## config.mk

```make
export PLATFORM = sky130hd
export DESIGN_NAME = dual_frame_status_decoder
export DESIGN_NICKNAME = d
export VERILOG_FILES = /design/src/rtl/core/dfsd_pkg.sv /design/src/rtl/core/dfsd_cfg.sv /design/src/rtl/core/dfsd_framer.sv /design/src/rtl/core/dfsd_out_reg.sv /design/src/rtl/core/dual_frame_status_decoder.sv
export SDC_FILE = /design/constraint.sdc
export NUM_CORES = 1
export LEC_CHECK = 0
export ABC_AREA = 1
export BUFFER_PORTS_ARGS = -buffer_cell sky130_fd_sc_hd__buf_2
export CORE_MARGIN = 2
export CORE_UTILIZATION = 30
export CTS_CLUSTER_SIZE = 12
export DETAILED_ROUTE_END_ITERATION = 10
export PLACE_DENSITY = 0.48
export SYNTH_ARGS = -nofsm -noshare
export SYNTH_HDL_FRONTEND = slang
export SYNTH_HIERARCHICAL = 1
export SYNTH_SLANG_ARGS = --single-unit
```

## constraint.sdc

```tcl
create_clock -name i_clk -period 10.36 [get_ports i_clk]
set_input_delay 1.036 -clock i_clk [delete_from_list [all_inputs] [get_ports i_clk]]
set_output_delay 1.036 -clock i_clk [all_outputs]
set_load 0.02 [all_outputs]
```

## src/rtl/core/dfsd_pkg.sv

```systemverilog
// Shared types and constants for the dual frame status decoder.
// No dependencies; imported by every module in rtl/core.
package dfsd_pkg;

    localparam int unsigned DefSlaveFrameLen  = 16;
    localparam int unsigned DefMasterFrameLen = 17;

    localparam int unsigned ByteW  = 8;
    localparam int unsigned CountW = 5;
    localparam int unsigned CfgIdxW = 2;
    localparam int unsigned DataW  = 64;

    // collect modes
    localparam logic [1:0] MODE_HUNT   = 2'd0;
    localparam logic [1:0] MODE_SLAVE  = 2'd1;
    localparam logic [1:0] MODE_MASTER = 2'd2;

    // register indexes
    localparam logic [CfgIdxW-1:0] REG_SLAVE_HEAD  = 2'd0;
    localparam logic [CfgIdxW-1:0] REG_SLAVE_TAIL  = 2'd1;
    localparam logic [CfgIdxW-1:0] REG_MASTER_HEAD = 2'd2;
    localparam logic [CfgIdxW-1:0] REG_MASTER_TAIL = 2'd3;

    localparam logic [ByteW-1:0] RST_SLAVE_HEAD  = 8'd30;
    localparam logic [ByteW-1:0] RST_SLAVE_TAIL  = 8'd205;
    localparam logic [ByteW-1:0] RST_MASTER_HEAD = 8'd104;
    localparam logic [ByteW-1:0] RST_MASTER_TAIL = 8'd43;

    // byte positions within a frame
    localparam int unsigned POS_PHASE    = 2;
    localparam int unsigned POS_COOK     = 3;
    localparam int unsigned POS_S_FLAGS  = 6;
    localparam int unsigned POS_BUZZER   = 7;
    localparam int unsigned POS_BOT_TEMP = 8;
    localparam int unsigned POS_TOP_TEMP = 9;
    localparam int unsigned POS_M_FLAGS  = 10;
    localparam int unsigned POS_IGBT2    = 10;
    localparam int unsigned POS_IGBT1    = 11;
    localparam int unsigned POS_BOT_CUR  = 13;
    localparam int unsigned POS_REAR_CUR = 14;

    localparam logic FRAME_SLAVE  = 1'b0;
    localparam logic FRAME_MASTER = 1'b1;

    typedef struct packed {
        logic [ByteW-1:0] slave_head;
        logic [ByteW-1:0] slave_tail;
        logic [ByteW-1:0] master_head;
        logic [ByteW-1:0] master_tail;
    } t_cfg;

    typedef struct packed {
        logic             frame_kind;
        logic [3:0]       status_flags;
        logic [3:0]       phase_code;
        logic [1:0]       buzzer_code;
        logic [4:0]       cook_type;
        logic [ByteW-1:0] bottom_temp;
        logic [ByteW-1:0] top_temp;
        logic [ByteW-1:0] igbt2_temp;
        logic [ByteW-1:0] igbt1_temp;
        logic [ByteW-1:0] bottom_current;
        logic [ByteW-1:0] rear_current;
    } t_result;

endpackage

```

## src/rtl/core/dfsd_cfg.sv

```systemverilog
// Configuration register file: head and tail bytes of both frame kinds.
// Depends on dfsd_pkg.
module dfsd_cfg (
    input  logic                          i_clk,
    input  logic                          i_rst_n,
    input  logic                          i_we,
    input  logic [dfsd_pkg::CfgIdxW-1:0]  i_idx,
    input  logic [dfsd_pkg::ByteW-1:0]    i_data,
    output dfsd_pkg::t_cfg                o_cfg
);
    import dfsd_pkg::*;

    t_cfg r_cfg;
    t_cfg n_cfg;

    always_comb begin
        n_cfg = r_cfg;
        if (i_we) begin
            unique case (i_idx)
                REG_SLAVE_HEAD:  n_cfg.slave_head  = i_data;
                REG_SLAVE_TAIL:  n_cfg.slave_tail  = i_data;
                REG_MASTER_HEAD: n_cfg.master_head = i_data;
                REG_MASTER_TAIL: n_cfg.master_tail = i_data;
                default:         n_cfg = r_cfg;
            endcase
        end
    end

    always_ff @(posedge i_clk) begin
        if (!i_rst_n) begin
            r_cfg.slave_head  <= RST_SLAVE_HEAD;
            r_cfg.slave_tail  <= RST_SLAVE_TAIL;
            r_cfg.master_head <= RST_MASTER_HEAD;
            r_cfg.master_tail <= RST_MASTER_TAIL;
        end else begin
            r_cfg <= n_cfg;
        end
    end

    assign o_cfg = r_cfg;

endmodule

```

## src/rtl/core/dfsd_framer.sv

```systemverilog
// Frame hunter: collect mode, byte count and frame store; decodes a
// completed frame in the same cycle as its tail word. Depends on dfsd_pkg.
module dfsd_framer #(
    parameter int unsigned SLAVE_FRAME_LEN  = dfsd_pkg::DefSlaveFrameLen,
    parameter int unsigned MASTER_FRAME_LEN = dfsd_pkg::DefMasterFrameLen
) (
    input  logic                       i_clk,
    input  logic                       i_rst_n,
    input  logic                       i_accept,
    input  logic [dfsd_pkg::ByteW-1:0] i_byte,
    input  dfsd_pkg::t_cfg             i_cfg,
    output logic                       o_hit,
    output dfsd_pkg::t_result          o_result
);
    import dfsd_pkg::*;

    localparam int unsigned StoreDepth =
        (SLAVE_FRAME_LEN > MASTER_FRAME_LEN) ? SLAVE_FRAME_LEN : MASTER_FRAME_LEN;
    localparam logic [CountW-1:0] SlaveLen  = CountW'(SLAVE_FRAME_LEN);
    localparam logic [CountW-1:0] MasterLen = CountW'(MASTER_FRAME_LEN);

    logic [1:0]        r_mode;
    logic [1:0]        n_mode;
    logic [CountW-1:0] r_count;
    logic [CountW-1:0] n_count;
    logic [ByteW-1:0]  r_store [StoreDepth];
    logic [ByteW-1:0]  n_store [StoreDepth];

    logic              wr_head;   // store word at position zero
    logic              wr_data;   // store word at r_count
    logic              hit_slave;
    logic              hit_master;
    logic [CountW-1:0] count_inc;
    logic [1:0]        mode_mid;  // mode after the slave side has run
    logic              stop;      // slave side consumed the word

    assign count_inc = r_count + CountW'(1);

    always_comb begin
        n_mode     = r_mode;
        n_count    = r_count;
        wr_head    = 1'b0;
        wr_data    = 1'b0;
        hit_slave  = 1'b0;
        hit_master = 1'b0;
        stop       = 1'b0;
        mode_mid   = (r_mode == MODE_SLAVE || r_mode == MODE_MASTER) ? r_mode : MODE_HUNT;

        // slave side
        if (mode_mid == MODE_HUNT) begin
            if (i_byte == i_cfg.slave_head) begin
                n_mode  = MODE_SLAVE;
                n_count = CountW'(1);
                wr_head = 1'b1;
                stop    = 1'b1;
            end
        end else if (mode_mid == MODE_SLAVE) begin
            wr_data = 1'b1;
            if (count_inc >= SlaveLen) begin
                hit_slave = (i_byte == i_cfg.slave_tail);
                mode_mid  = MODE_HUNT;
                n_mode    = MODE_HUNT;
                n_count   = '0;
            end else begin
                n_count = count_inc;
                stop    = 1'b1;
            end
        end

        // master side; a word closing a slave frame may open a master one
        if (!stop) begin
            if (mode_mid == MODE_HUNT) begin
                if (i_byte == i_cfg.master_head) begin
                    n_mode  = MODE_MASTER;
                    n_count = CountW'(1);
                    wr_head = 1'b1;
                end
            end else if (mode_mid == MODE_MASTER) begin
                wr_data = 1'b1;
                if (count_inc >= MasterLen) begin
                    hit_master = (i_byte == i_cfg.master_tail);
                    n_mode     = MODE_HUNT;
                    n_count    = '0;
                end else begin
                    n_count = count_inc;
                end
            end
        end
    end

    always_comb begin
        for (int k = 0; k < StoreDepth; k++) begin
            n_store[k] = r_store[k];
            if ((wr_data && r_count == CountW'(k)) || (wr_head && k == 0)) begin
                n_store[k] = i_byte;
            end
        end
    end

    always_ff @(posedge i_clk) begin
        if (!i_rst_n) begin
            r_mode  <= MODE_HUNT;
            r_count <= '0;
        end else if (i_accept) begin
            r_mode  <= n_mode;
            r_count <= n_count;
        end
    end

    always_ff @(posedge i_clk) begin
        if (i_accept) begin
            for (int k = 0; k < StoreDepth; k++) begin
                r_store[k] <= n_store[k];
            end
        end
    end

    // fields of the other frame kind are zero
    always_comb begin
        o_result = '0;
        if (hit_master) begin
            o_result.frame_kind     = FRAME_MASTER;
            o_result.status_flags   = n_store[POS_M_FLAGS][3:0];
            o_result.phase_code     = n_store[POS_PHASE][3:0];
            o_result.cook_type      = n_store[POS_COOK][4:0];
            o_result.bottom_current = n_store[POS_BOT_CUR];
            o_result.rear_current   = n_store[POS_REAR_CUR];
        end else begin
            o_result.frame_kind   = FRAME_SLAVE;
            o_result.status_flags = {1'b0, n_store[POS_S_FLAGS][5:3]};
            o_result.phase_code   = {1'b0, n_store[POS_PHASE][7:5]};
            o_result.buzzer_code  = n_store[POS_BUZZER][1:0];
            o_result.bottom_temp  = n_store[POS_BOT_TEMP];
            o_result.top_temp     = n_store[POS_TOP_TEMP];
            o_result.igbt2_temp   = n_store[POS_IGBT2];
            o_result.igbt1_temp   = n_store[POS_IGBT1];
        end
    end

    assign o_hit = i_accept && (hit_slave || hit_master);

    a_slave_count: assert property (@(posedge i_clk) disable iff (!i_rst_n)
        r_mode == MODE_SLAVE |-> (r_count < SlaveLen && r_count != '0))
        else $error("slave byte count out of range");

    a_master_count: assert property (@(posedge i_clk) disable iff (!i_rst_n)
        r_mode == MODE_MASTER |-> (r_count < MasterLen && r_count != '0))
        else $error("master byte count out of range");

    a_hit_from_collect: assert property (@(posedge i_clk) disable iff (!i_rst_n)
        o_hit |-> (r_mode == MODE_SLAVE || r_mode == MODE_MASTER))
        else $error("frame decoded while hunting");

    a_hit_ends_frame: assert property (@(posedge i_clk) disable iff (!i_rst_n)
        o_hit |=> r_mode != $past(r_mode))
        else $error("collect mode kept after a decoded frame");

endmodule

```

## src/rtl/core/dfsd_out_reg.sv

```systemverilog
// Result register with valid/ready handshake towards the downstream side.
// Depends on dfsd_pkg.
module dfsd_out_reg (
    input  logic              i_clk,
    input  logic              i_rst_n,
    input  logic              i_load,
    input  dfsd_pkg::t_result i_result,
    input  logic              i_m_tready,
    output logic              o_ready,
    output logic              o_m_tvalid,
    output dfsd_pkg::t_result o_result
);
    import dfsd_pkg::*;

    logic    r_valid;
    t_result r_result;

    // new word may enter when the register is empty or drains this cycle
    assign o_ready = !r_valid || i_m_tready;

    always_ff @(posedge i_clk) begin
        if (!i_rst_n) begin
            r_valid <= 1'b0;
        end else if (o_ready) begin
            r_valid <= i_load;
        end
    end

    always_ff @(posedge i_clk) begin
        if (o_ready && i_load) begin
            r_result <= i_result;
        end
    end

    assign o_m_tvalid = r_valid;
    assign o_result   = r_result;

    a_no_overwrite: assert property (@(posedge i_clk) disable iff (!i_rst_n)
        (r_valid && !i_m_tready) |=> (r_valid && $stable(r_result)))
        else $error("pending result overwritten");

    a_load_sets_valid: assert property (@(posedge i_clk) disable iff (!i_rst_n)
        (o_ready && i_load) |=> r_valid)
        else $error("loaded result not presented");

    a_drain_clears: assert property (@(posedge i_clk) disable iff (!i_rst_n)
        (r_valid && i_m_tready && !i_load) |=> !r_valid)
        else $error("taken result presented again");

endmodule

```

## src/rtl/core/dual_frame_status_decoder.sv

```systemverilog
// Channel    | dir | handshake                          | payload
// s_axis     | in  | i_s_axis_tvalid / o_s_axis_tready  | tdata[7:0] rx_byte
// m_axis     | out | o_m_axis_tvalid / i_m_axis_tready  | tdata (decoded fields), tuser kind
// cfg        | in  | i_cfg_we                           | i_cfg_idx, i_cfg_data
//
// One word per cycle; a decoded frame appears on m_axis the cycle after its
// tail word is taken (one register stage after the framer).
// Synchronous active-low reset: hunting, byte count zero, config registers to defaults.
// A stalled output holds its result; input keeps flowing while the result
// register is empty or being drained in the same cycle.
// Depends on dfsd_pkg, dfsd_cfg, dfsd_framer, dfsd_out_reg.
module dual_frame_status_decoder #(
    parameter int unsigned SLAVE_FRAME_LEN  = dfsd_pkg::DefSlaveFrameLen,
    parameter int unsigned MASTER_FRAME_LEN = dfsd_pkg::DefMasterFrameLen
) (
    input  logic                          i_clk,
    input  logic                          i_rst_n,
    input  logic                          i_s_axis_tvalid,
    output logic                          o_s_axis_tready,
    input  logic [dfsd_pkg::ByteW-1:0]    i_s_axis_tdata,  // [7:0] rx_byte
    output logic                          o_m_axis_tvalid,
    input  logic                          i_m_axis_tready,
    // [3:0] status_flags, [7:4] phase_code, [9:8] buzzer_code,
    // [14:10] cook_type, [22:15] bottom_temp, [30:23] top_temp,
    // [38:31] igbt2_temp, [46:39] igbt1_temp, [54:47] bottom_current,
    // [62:55] rear_current, [63] zero
    output logic [dfsd_pkg::DataW-1:0]    o_m_axis_tdata,
    output logic                          o_m_axis_tuser,  // [0] frame_kind
    input  logic                          i_cfg_we,
    input  logic [dfsd_pkg::CfgIdxW-1:0]  i_cfg_idx,
    input  logic [dfsd_pkg::ByteW-1:0]    i_cfg_data
);
    import dfsd_pkg::*;

    t_cfg    cfg;
    t_result frame_result;
    t_result out_result;
    logic    in_accept;
    logic    frame_hit;
    logic    ready;

    assign o_s_axis_tready = ready;
    assign in_accept       = i_s_axis_tvalid && ready;

    dfsd_cfg u_cfg (
        .i_clk   (i_clk),
        .i_rst_n (i_rst_n),
        .i_we    (i_cfg_we),
        .i_idx   (i_cfg_idx),
        .i_data  (i_cfg_data),
        .o_cfg   (cfg)
    );

    dfsd_framer #(
        .SLAVE_FRAME_LEN  (SLAVE_FRAME_LEN),
        .MASTER_FRAME_LEN (MASTER_FRAME_LEN)
    ) u_framer (
        .i_clk    (i_clk),
        .i_rst_n  (i_rst_n),
        .i_accept (in_accept),
        .i_byte   (i_s_axis_tdata),
        .i_cfg    (cfg),
        .o_hit    (frame_hit),
        .o_result (frame_result)
    );

    dfsd_out_reg u_out (
        .i_clk      (i_clk),
        .i_rst_n    (i_rst_n),
        .i_load     (frame_hit),
        .i_result   (frame_result),
        .i_m_tready (i_m_axis_tready),
        .o_ready    (ready),
        .o_m_tvalid (o_m_axis_tvalid),
        .o_result   (out_result)
    );

    assign o_m_axis_tuser = out_result.frame_kind;
    assign o_m_axis_tdata = {1'b0,
                             out_result.rear_current,
                             out_result.bottom_current,
                             out_result.igbt1_temp,
                             out_result.igbt2_temp,
                             out_result.top_temp,
                             out_result.bottom_temp,
                             out_result.cook_type,
                             out_result.buzzer_code,
                             out_result.phase_code,
                             out_result.status_flags};

endmodule
```

---- Word level (Yosys, flattened, before mapping) ----
Memories as Yosys holds them, arrays and structs flattened.
Cells that the tools add are included.
storage, ports and cells
  output and inout port bits .............. 67
  flip-flop bits (word level) ............. 104
  memories kept ........................... 1
  word-level logic and storage cells ...... 180
  memory bits (writable) .................. 136
  input bits .............................. 23
memory list
  name              words  bits a word  read ports  clocked after Yosys merged registers in  write ports  RTL line           text
  u_framer.r_store  17     8            10          0                                        12           dfsd_framer.sv:26  logic [ByteW-1:0] r_store [StoreDepth];
cells by class
  reduce and logical (&&, ||, !) cells .... 45
  $add $sub $neg .......................... 1
  $lt $le $gt $ge ......................... 2
  eq/ne operators ......................... 34
  muxes and demuxes ....................... 77
operators with widths
  kind                                                              count
  8-bit two-way mux                                                 22
  5-bit two-way mux                                                 14
  5-bit by 4-bit == test with 1-bit output (second input constant)  8
  8-bit OR reduction                                                5
  8-bit == test                                                     4
  1-bit two-way mux                                                 27
  2-bit two-way mux                                                 13
  2-bit AND reduction                                               11
  5-bit by 3-bit == test with 1-bit output (second input constant)  4
  1-bit logical AND                                                 20
  5-bit by 2-bit == test with 1-bit output (second input constant)  2
  5-bit greater-or-equal comparator (second input constant)         2
  9-bit two-way mux                                                 1
  2-bit == test (second input constant)                             4
  1-bit != test (second input constant)                             7
  2-bit by 1-bit == test with 1-bit output (second input constant)  3
  2-bit zero test                                                   3
  5-bit by 1-bit adder with 5-bit output (second input constant)    1
  5-bit by 1-bit == test with 1-bit output (second input constant)  1
  5-bit == test (second input constant)                             1
  5-bit zero test                                                   1
  1-bit logical OR                                                  4
  1-bit zero test                                                   1

---- Longest topological paths before layout ----
Gate-level depths: netlist of run 1.
  word-level depth ........................ 18
  depth in mapped cells ................... 14
  gate-level depth less buffers ........... 13

---- Hierarchy ----
The synthesis of run 1 kept the hierarchy.
by module, submodules not included
  module                     cells each  sequential area each (µm²)  instances  area each (µm²)
  dfsd_framer                641         2092.0                      1          4763.3
  dfsd_out_reg               71          1941.9                      1          1973.1
  dfsd_cfg                   179         640.6                       1          1298.7
  dual_frame_status_decoder  4           0.0                         1          18.8

---- Worst setup path before layout of run 1 ----
OpenSTA, ideal clock, no wires.
  path kind ............................... input-to-reg
  from .................................... input i_m_axis_tready
  to ...................................... register u_out.r_result, in the netlist u_out/o_result[0], enable pin
  required time ........................... 9.853 ns
  slack ................................... 3.442 ns
  cell stages on the path ................. 8
  data arrival time ....................... 6.411 ns
  setup time .............................. 0.507 ns
  buffers on the path ..................... 0
  cell sequence ........................... inv_2 -> nand2_2 -> nand2_1 -> inv_1 -> inv_1 -> a21oi_1 -> inv_1 -> a21oi_1
on the way
  longest elaborated chain between the ends .. 4
ends and longest elaborated chain
  what                  RTL line                         text
  from (decl)           dual_frame_status_decoder.sv:22  input logic i_m_axis_tready,
  1-bit logical OR      dfsd_out_reg.sv:19               assign o_ready = !r_valid || i_m_tready;
  net o_s_axis_tready   dual_frame_status_decoder.sv:19  output logic o_s_axis_tready,
  1-bit logical AND     dual_frame_status_decoder.sv:43  assign in_accept = i_s_axis_tvalid && ready;
  net in_accept         dual_frame_status_decoder.sv:38  logic in_accept;
  1-bit logical AND     dfsd_framer.sv:140               assign o_hit = i_accept && (hit_slave || hit_master);
  net frame_hit         dual_frame_status_decoder.sv:39  logic frame_hit;
  1-bit logical AND     dfsd_out_reg.sv:30               if (o_ready && i_load) begin
  to (signal assigned)  dfsd_out_reg.sv:31               r_result <= i_result;
  to (decl)             dfsd_out_reg.sv:16               t_result r_result;
The timed path passes the listed nets, and every way through them passes these cells.
A chain may end at the register's enable or synchronous reset.

---- Worst setup path in the final report of run 1 ----
  from .................................... input i_m_axis_tready
  to ...................................... register u_out.r_result, in the netlist u_out/o_result[24], enable pin
on the way
  longest elaborated chain between the ends .. 4
ends and longest elaborated chain
  what               RTL line
  1-bit logical OR   dfsd_out_reg.sv:19
  1-bit logical AND  dual_frame_status_decoder.sv:43
  net in_accept      dual_frame_status_decoder.sv:38
  1-bit logical AND  dfsd_framer.sv:140
  net frame_hit      dual_frame_status_decoder.sv:39
  1-bit logical AND  dfsd_out_reg.sv:30
The timed path passes the listed nets, and every way through them passes these cells.

==> out/metrics.csv, run 1 <==
stage;metric;value;unit
outcome;status;finished clean;
pwr;leakage power;4.40;nW
clock_network;clk slew on worst S/H paths;0.07;ns
global_route;global-route wire length before repair;30.5;mm
detailed_routing;Routed WL;19.1;mm
die;Initial Util;30.7;%
detailed_routing;Vias;5903;
detailed_routing;post-route DRC violation count;0;
clock_network;postcts setup bufs;0;
detailed_routing;Routed Antenna Nets;0;
sta;fin crit period;3.46;ns
clock_network;post-cts sizing count;0;
global_route;initial antenna violation count;0;
critical_path;CP Max Fanout;71;
cells_and_area;Final Instance Area;9280;µm²
critical_path;Setup crit start kind;primary input;
global_route;GRT Util Overall;14.0;%
die;die height;168;µm
worst_hold_path;worst hold path class;flop to flop;
worst_hold_path;Hold Path Cell Cnt;2;
synthesis;Synth Cell Area;8050;µm²
clock_network;CTS tree;yes;
pwr;Max IR drop VDD;0.0845;mV
placement;placed cell areas;8690;µm²
die;Total Die Area;28200;µm²
sta;Worst-Margin Slew;0.960;ns
die;die width;168;µm
sta;Hold Slack;0.481;ns
die;# IOs;90;
synthesis;synthesized net count;926;
clock_network;Inserted Clock Buffers;17;
synthesis;ys flop type;edfxtp_1;
sta;RSZ-0062 raised after global routing;no;
pwr;Pwr Density;160;nW/µm²
cells_and_area;Final nets;997;
synthesis;Cell variety after synth;36;
synthesis;Syn. warnings;6;
placement;Buffers on Ports;88;
cells_and_area;most frequent cells in the layout;nand2_1 (190), inv_1 (165), edfxtp_1 (129), nor2_1 (93), buf_2 (88);
critical_path;reg2reg setup slack;6.95;ns
sta;fin. max-slew vios;0;
synthesis;Mapped Cells;895;
clock_network;H-tree depth;4;
cells_and_area;area grow syn2layout;15.2;%
flow_run;Max Cap Violations;0;
worst_hold_path;Hold EP;u_cfg/o_cfg[18];
sta;Peak Freq;0.289;GHz
synthesis;Async S/R FF share, synth;0;%
sta;clk_skew;0.0186;ns
worst_hold_path;min-delay src;u_cfg/o_cfg[18];
global_route;grt ovf;0;
critical_path;CP required;10.42;ns
critical_path;Setup CP Type;primary input to flop;
synthesis;number of synthesized register bits;169;
global_route;largest net degree at the start of global routing;72;
die;FP Rows;59;
sta;TNS Setup;0;ns
detailed_routing;First DRT Iteration DRCs;365;
synthesis;register area share after synthesis;58.0;%
critical_path;RR Startpoint;u_framer/r_count[0];
synthesis;Avg Inst Size Synth;9.00;µm²
placement;placed cells;1282;
detailed_routing;Via density;4.49;
detailed_routing;TritonRoute pass-1 iters;5;
critical_path;R2R Path End;u_out/o_result[24];
sta;final worst-path cycle share;33.4;%
sta;slew margin rel.;36.0;%
cells_and_area;ANT cells;0;
detailed_routing;detailed-route wire length per cell;14.6;µm
critical_path;R2R cell count;13;
placement;GP Congestion;0.833;
critical_path;CP Capture Type;flop;
cells_and_area;non-filler instance count after layout;1314;
sta;Final setup viols;0;
critical_path;critical path startpoint;i_m_axis_tready;
placement;HPWL after detailed placement;12.7;mm
cells_and_area;commonest non-fill, non-tap cell in the layout;nand2_1;
synthesis;Post-synth EDFFs;129;
clock_network;Clock Latency Late Sink;0.44;ns
clock_network;CTS hold repair buffers;0;
sta;Hold Violations, Final;0;
critical_path;Critical Path AT;3.52;ns
die;Core Footprint;26200;µm²
global_route;vias in the first global route;5454;
cells_and_area;share of cells above drive strength 1;17.1;%
clock_network;Max Root-Sink Buffers;2;
clock_network;CTS Root Cell;clkbuf_16;
clock_network;clock sinks;169;
[worst max path at each step]
stage                                     to  cells past startpoint
after floorplan            u_out/o_result[0]                      8
after global placement    u_out/o_result[23]                     11
after detailed placement  u_out/o_result[18]                     11
after CTS                 u_out/o_result[18]                     11
after global routing      u_out/o_result[26]                     11
final                     u_out/o_result[24]                     11
[area by class of cell]
| cell class | count | area, µm² |
|---|---|---|
| clock buffers | 17 | 425 |
| clock inverters | 15 | 159 |
| fillers | 2716 | 16900 |
| inverters | 172 | 646 |
| multi-input cells | 516 | 2500 |
| flip-flops and latches | 169 | 4670 |
| well taps | 335 | 419 |
| repair buffers | 90 | 455 |
[metal layers]
layer | global-route usage (%) | vias up | share of wire [%]
met4 | 3.78 | 0 | 0.92
li1 | - | 2986 | -
met5 | 0 | - | 0
met3 | 3.41 | 11 | 5.5
met1 | 20.1 | 2747 | 49
met2 | 21.0 | 159 | 44
[cell families (layout without fill, tap and decap cells)]
logic type | count (synthesis) | count (layout) | synth area share (%)
AO/OA/AOI/OAI | 92 | 92 | 5.93
adder cells (fa/ha/maj) | 8 | 8 | 1.24
buffers and inverters | 210 | 294 | 11.1
XOR/XNOR | 22 | 22 | 2.39
other | 1 | 1 | 0.0466
AND/OR/NAND/NOR | 393 | 393 | 21.3
flip-flops | 169 | 169 | 58.0
[synth_stat cells (11+ instances only)]
cell,number,area share [%]
dfxtp_1,40,9.9
nand3_1,50,3.1
edfxtp_1,129,48
o21ai_0,70,4.3
a21oi_1,13,0.81
xor2_1,11,1.2
inv_1,166,7.7
xnor2_1,11,1.2
nor2_1,93,4.3
nand2_1,190,8.9
buf_2,11,0.68
nor2_2,26,2.0
nand4_1,20,1.6
clkbuf_1,12,0.56
[sequential cells by signal, summed over array words and instances (netlist names)]
name / flops
u_framer/r_mode: 2
u_framer/r_store: 65
u_out/o_result: 64
u_out/o_m_tvalid: 1
u_cfg/o_cfg: 32
u_framer/r_count: 5
[power breakdown]
| part | total (mW) | switching (mW) | internal [mW] |
|---|---|---|---|
| Combinational | 0.0989 | 0.0669 | 0.0320 |
| Clock | 0.628 | 0.307 | 0.321 |
| Sequential | 0.759 | 0.00984 | 0.750 |
| Total | 1.49 | 0.384 | 1.10 |
[metrics by stage]
step	power, mW	setup WS (ns)	utilization (%)
floorplan	0.845	3.44	-
global placement	0.873	6.42	33.2
detailed placement	0.874	6.32	33.2
CTS	1.50	6.79	35.4
global route	1.55	6.61	35.4
finish	1.49	6.90	35.4
[critical path: stages]
cell	delay, ns
buf_2	0.08
inv_2	0.04
nand2_2	0.07
nand2_1	0.07
inv_2	0.04
buf_4	0.70
inv_1	0.31
a21oi_1	0.22
inv_1	0.11
a21oi_4	0.11
buf_4	0.61
Note: power is estimated with default switching activity, not from simulation.
==> run 2, diff against run 1 <==
- clock period: 10.36 -> 3.52 ns (I/O delays scaled with it)
==> run 2 against run 1 <==
Effect of this change: first-iteration DRC count increased by 8.2%; combinational power increased to 3.0 times the previous value; sequential power increased to 2.9 times the previous value; die area unchanged; sequential cell count unchanged; critical path depth increased by 2; power increased to 3.0 times the previous value; clock power increased to 3.0 times the previous value; critical path type is now flop to flop.
==> out/metrics.csv, run 2 (synthesis results as in run 1) <==
stage;metric;value;unit;change
clock_network;clock sinks;169;;unchanged
sta;Peak Freq;0.354;GHz;
critical_path;WP buf/inv;4;;-3
detailed_routing;First DRT Iteration DRCs;395;;+8.2%
cells_and_area;most frequent cells in the layout;nand2_1 (190), inv_1 (165), edfxtp_1 (129), nor2_1 (93), buf_2 (88);;
cells_and_area;fill count;2704;;-0.44%
pwr;Psw;1.12;mW;+190%
pwr;Comb power frac;6.6;%;about the same
cells_and_area;Final Util;35.8;%;+0.42 points
global_route;vias in the first global route;5666;;+3.9%
global_route;global-route wire length before repair;30.9;mm;+1.2%
placement;GP Congestion;0.794;;-4.7%
critical_path;CP max stage delay;0.48;ns;-0.22 ns
global_route;initial antenna violation count;0;;unchanged
cells_and_area;area occupied by registers;4670;µm²;unchanged
global_route;grt ovf;0;;unchanged
detailed_routing;detailed-route wire length per cell;14.7;µm;+0.76%
cells_and_area;commonest non-fill, non-tap cell in the layout;nand2_1;;
sta;Final setup viols;0;;unchanged
clock_network;postcts setup bufs;0;;unchanged
detailed_routing;Via density;4.43;;-1.4%
pwr;Total Power;4.44;mW;+200%
placement;HPWL after detailed placement;13.0;mm;+1.9%
cells_and_area;max FFs per register;65;;unchanged
detailed_routing;Vias;5864;;-0.66%
clock_network;Inserted Clock Buffers;17;;unchanged
pwr;Sw Ratio;25.2;%;-0.57 points
sta;worst setup margin;0.698;ns;-6.20 ns
clock_network;CTS hold repair buffers;0;;unchanged
sta;fin crit period;2.82;ns;
pwr;Power Internal;3.32;mW;+200%
critical_path;Setup CP Type;flop to flop;;
die;Core Footprint;26200;µm²;unchanged
cells_and_area;area grow syn2layout;16.5;%;
critical_path;cell breakdown of the critical path;inv_1 > ha_1 > inv_1 > nand3b_1 > nor2_1 > nand2_1 > nand2_1 > nor2_2 > nand2_4 > a21oi_1 > inv_1 > a21oi_4 > buf_12;;
clock_network;CTS Root Cell;clkbuf_16;;
detailed_routing;post-route DRC violation count;0;;unchanged
critical_path;Critical Path AT;2.95;ns;-0.57 ns
global_route;GRT Util Overall;14.2;%;+0.23 points
cells_and_area;Final nets;1007;;+1.0%
outcome;status;finished clean;;
die;die width;168;µm;unchanged
critical_path;most frequent CP cell;inv_1;;
sta;clk_skew;0.0120;ns;-0.00660 ns
critical_path;R2R cell count;13;;unchanged
pwr;Sequential Power Share;50.3;%;-0.8 points
die;die height;168;µm;unchanged
pwr;clock network fraction of total power;43.1;%;+0.8 points
cells_and_area;ANT cells;0;;unchanged
global_route;largest net degree at the start of global routing;71;;-1.4%
clock_network;Clock Latency Late Sink;0.43;ns;about the same
critical_path;CP Capture Type;flop;;
flow_run;Max Cap Violations;0;;unchanged
pwr;Pwr Density;473;nW/µm²;+200%
placement;Buffers on Ports;88;;unchanged
die;# IOs;90;;unchanged
clock_network;CTS tree;yes;;
critical_path;Crit path max-delay family;buffers and inverters;;
die;Total Die Area;28200;µm²;unchanged
sta;fin. max-slew vios;0;;unchanged
sta;RSZ-0062 raised after global routing;no;;
worst_hold_path;Hold Path Cell Cnt;4;;+2
cells_and_area;Final Instance Area;9390;µm²;+1.2%
critical_path;CP Max Fanout;23;;-68%
cells_and_area;share of cells above drive strength 1;18.0;%;+0.94 points
detailed_routing;TritonRoute pass-1 iters;7;;+2
sta;slew margin rel.;37.3;%;+1.3 points
die;Initial Util;30.7;%;unchanged
clock_network;H-tree depth;4;;unchanged
die;FP Rows;59;;unchanged
detailed_routing;Routed Antenna Nets;0;;unchanged
clock_network;clk slew on worst S/H paths;0.07;ns;about the same
detailed_routing;Routed WL;19.4;mm;+1.5%
clock_network;Max Root-Sink Buffers;2;;unchanged
sta;Hold Violations, Final;0;;unchanged
placement;Setup Slack @ Placement;0.690;ns;-5.63 ns
placement;placed cell areas;8780;µm²;+1.1%
clock_network;post-cts sizing count;0;;unchanged
sta;final worst-path cycle share;80.2;%;
pwr;leakage power;4.46;nW;+1.5%
sta;TNS Setup;0;ns;unchanged
critical_path;CP required;3.65;ns;-6.77 ns
critical_path;Crit path depth;13;;+2
cells_and_area;Largest Register;u_framer/r_store;;
pwr;Max IR drop VDD;0.238;mV;+180%
worst_hold_path;worst hold path class;primary input to flop;;
cells_and_area;area of the multi-input gates;2500;µm²;unchanged
critical_path;Setup crit start kind;flop;;
sta;Worst-Margin Slew;0.941;ns;-0.0189 ns
critical_path;Slowest-stage cell, CP;dfxtp_1;;
critical_path;reg2reg setup slack;0.70;ns;-6.25 ns
==> run 2: changes by cell type in the layout (fill, tap and decap cells not counted) <==
cell        delta
clkinv_2       +1
bufinv_16      +1
clkinvlp_4     +1
clkinv_8       -2
buf_12         +1
clkinv_1       -1
inv_2          -1
inv_6          -3
inv_8          +4
buf_4          +9
==> run 2: layout make-up <==
class | instances | area share, %
flip-flops and latches | 169 | 49.8
multi-input cells | 516 | 26.6
inverters | 172 | 6.92
repair buffers | 100 | 5.79
clock buffers | 17 | 4.53
well taps | 335 | 4.47
clock inverters | 15 | 1.88
==> run 2: final timing paths <==
kind                                          start                  to
worst max-delay path            u_framer/r_count[0]  u_out/o_result[11]
worst min-delay path                i_m_axis_tready    u_out/o_m_tvalid
worst max register to register  u_framer/r_count[0]  u_out/o_result[11]
worst min register to register      u_cfg/o_cfg[16]     u_cfg/o_cfg[16]
==> run 2: layer usage <==
metal	wire, µm	global-route usage (%)	vias up	part of all wire [%]
li1	-	-	3003	-
met1	9540	19.5	2716	49
met2	8980	22.9	135	46
met3	754	3.08	10	3.9
met4	148	3.86	0	0.76
met5	0	0	-	0
==> run 2: worst register-to-register path: stages, from the launching register on <==
cell and delay, ns:
dfxtp_1 0.48, inv_1 0.18, ha_1 0.31, inv_1 0.06
nand3b_1 0.08, nor2_1 0.05, nand2_1 0.07, nand2_1 0.08
nor2_2 0.18, nand2_4 0.07, a21oi_1 0.14, inv_1 0.11
a21oi_4 0.45, buf_12 0.26
==> run 2: metrics by stage <==
stage,hold slack (ns),std cells
6_report,0.221,1324
5_1_grt,0.225,1324
4_1_cts,0.197,1324
3_5_place_dp,0.466,1292
3_3_place_gp,0.464,1292
2_1_floorplan,0.448,895
==> run 2: power by group through the flow <==
stage	combinational (mW)	clock, mW	sequential (mW)
2_1_floorplan	0.216	0	2.27
3_3_place_gp	0.292	0	2.28
3_5_place_dp	0.294	0	2.28
4_1_cts	0.296	1.97	2.23
5_1_grt	0.338	2.03	2.24
6_report	0.293	1.91	2.23
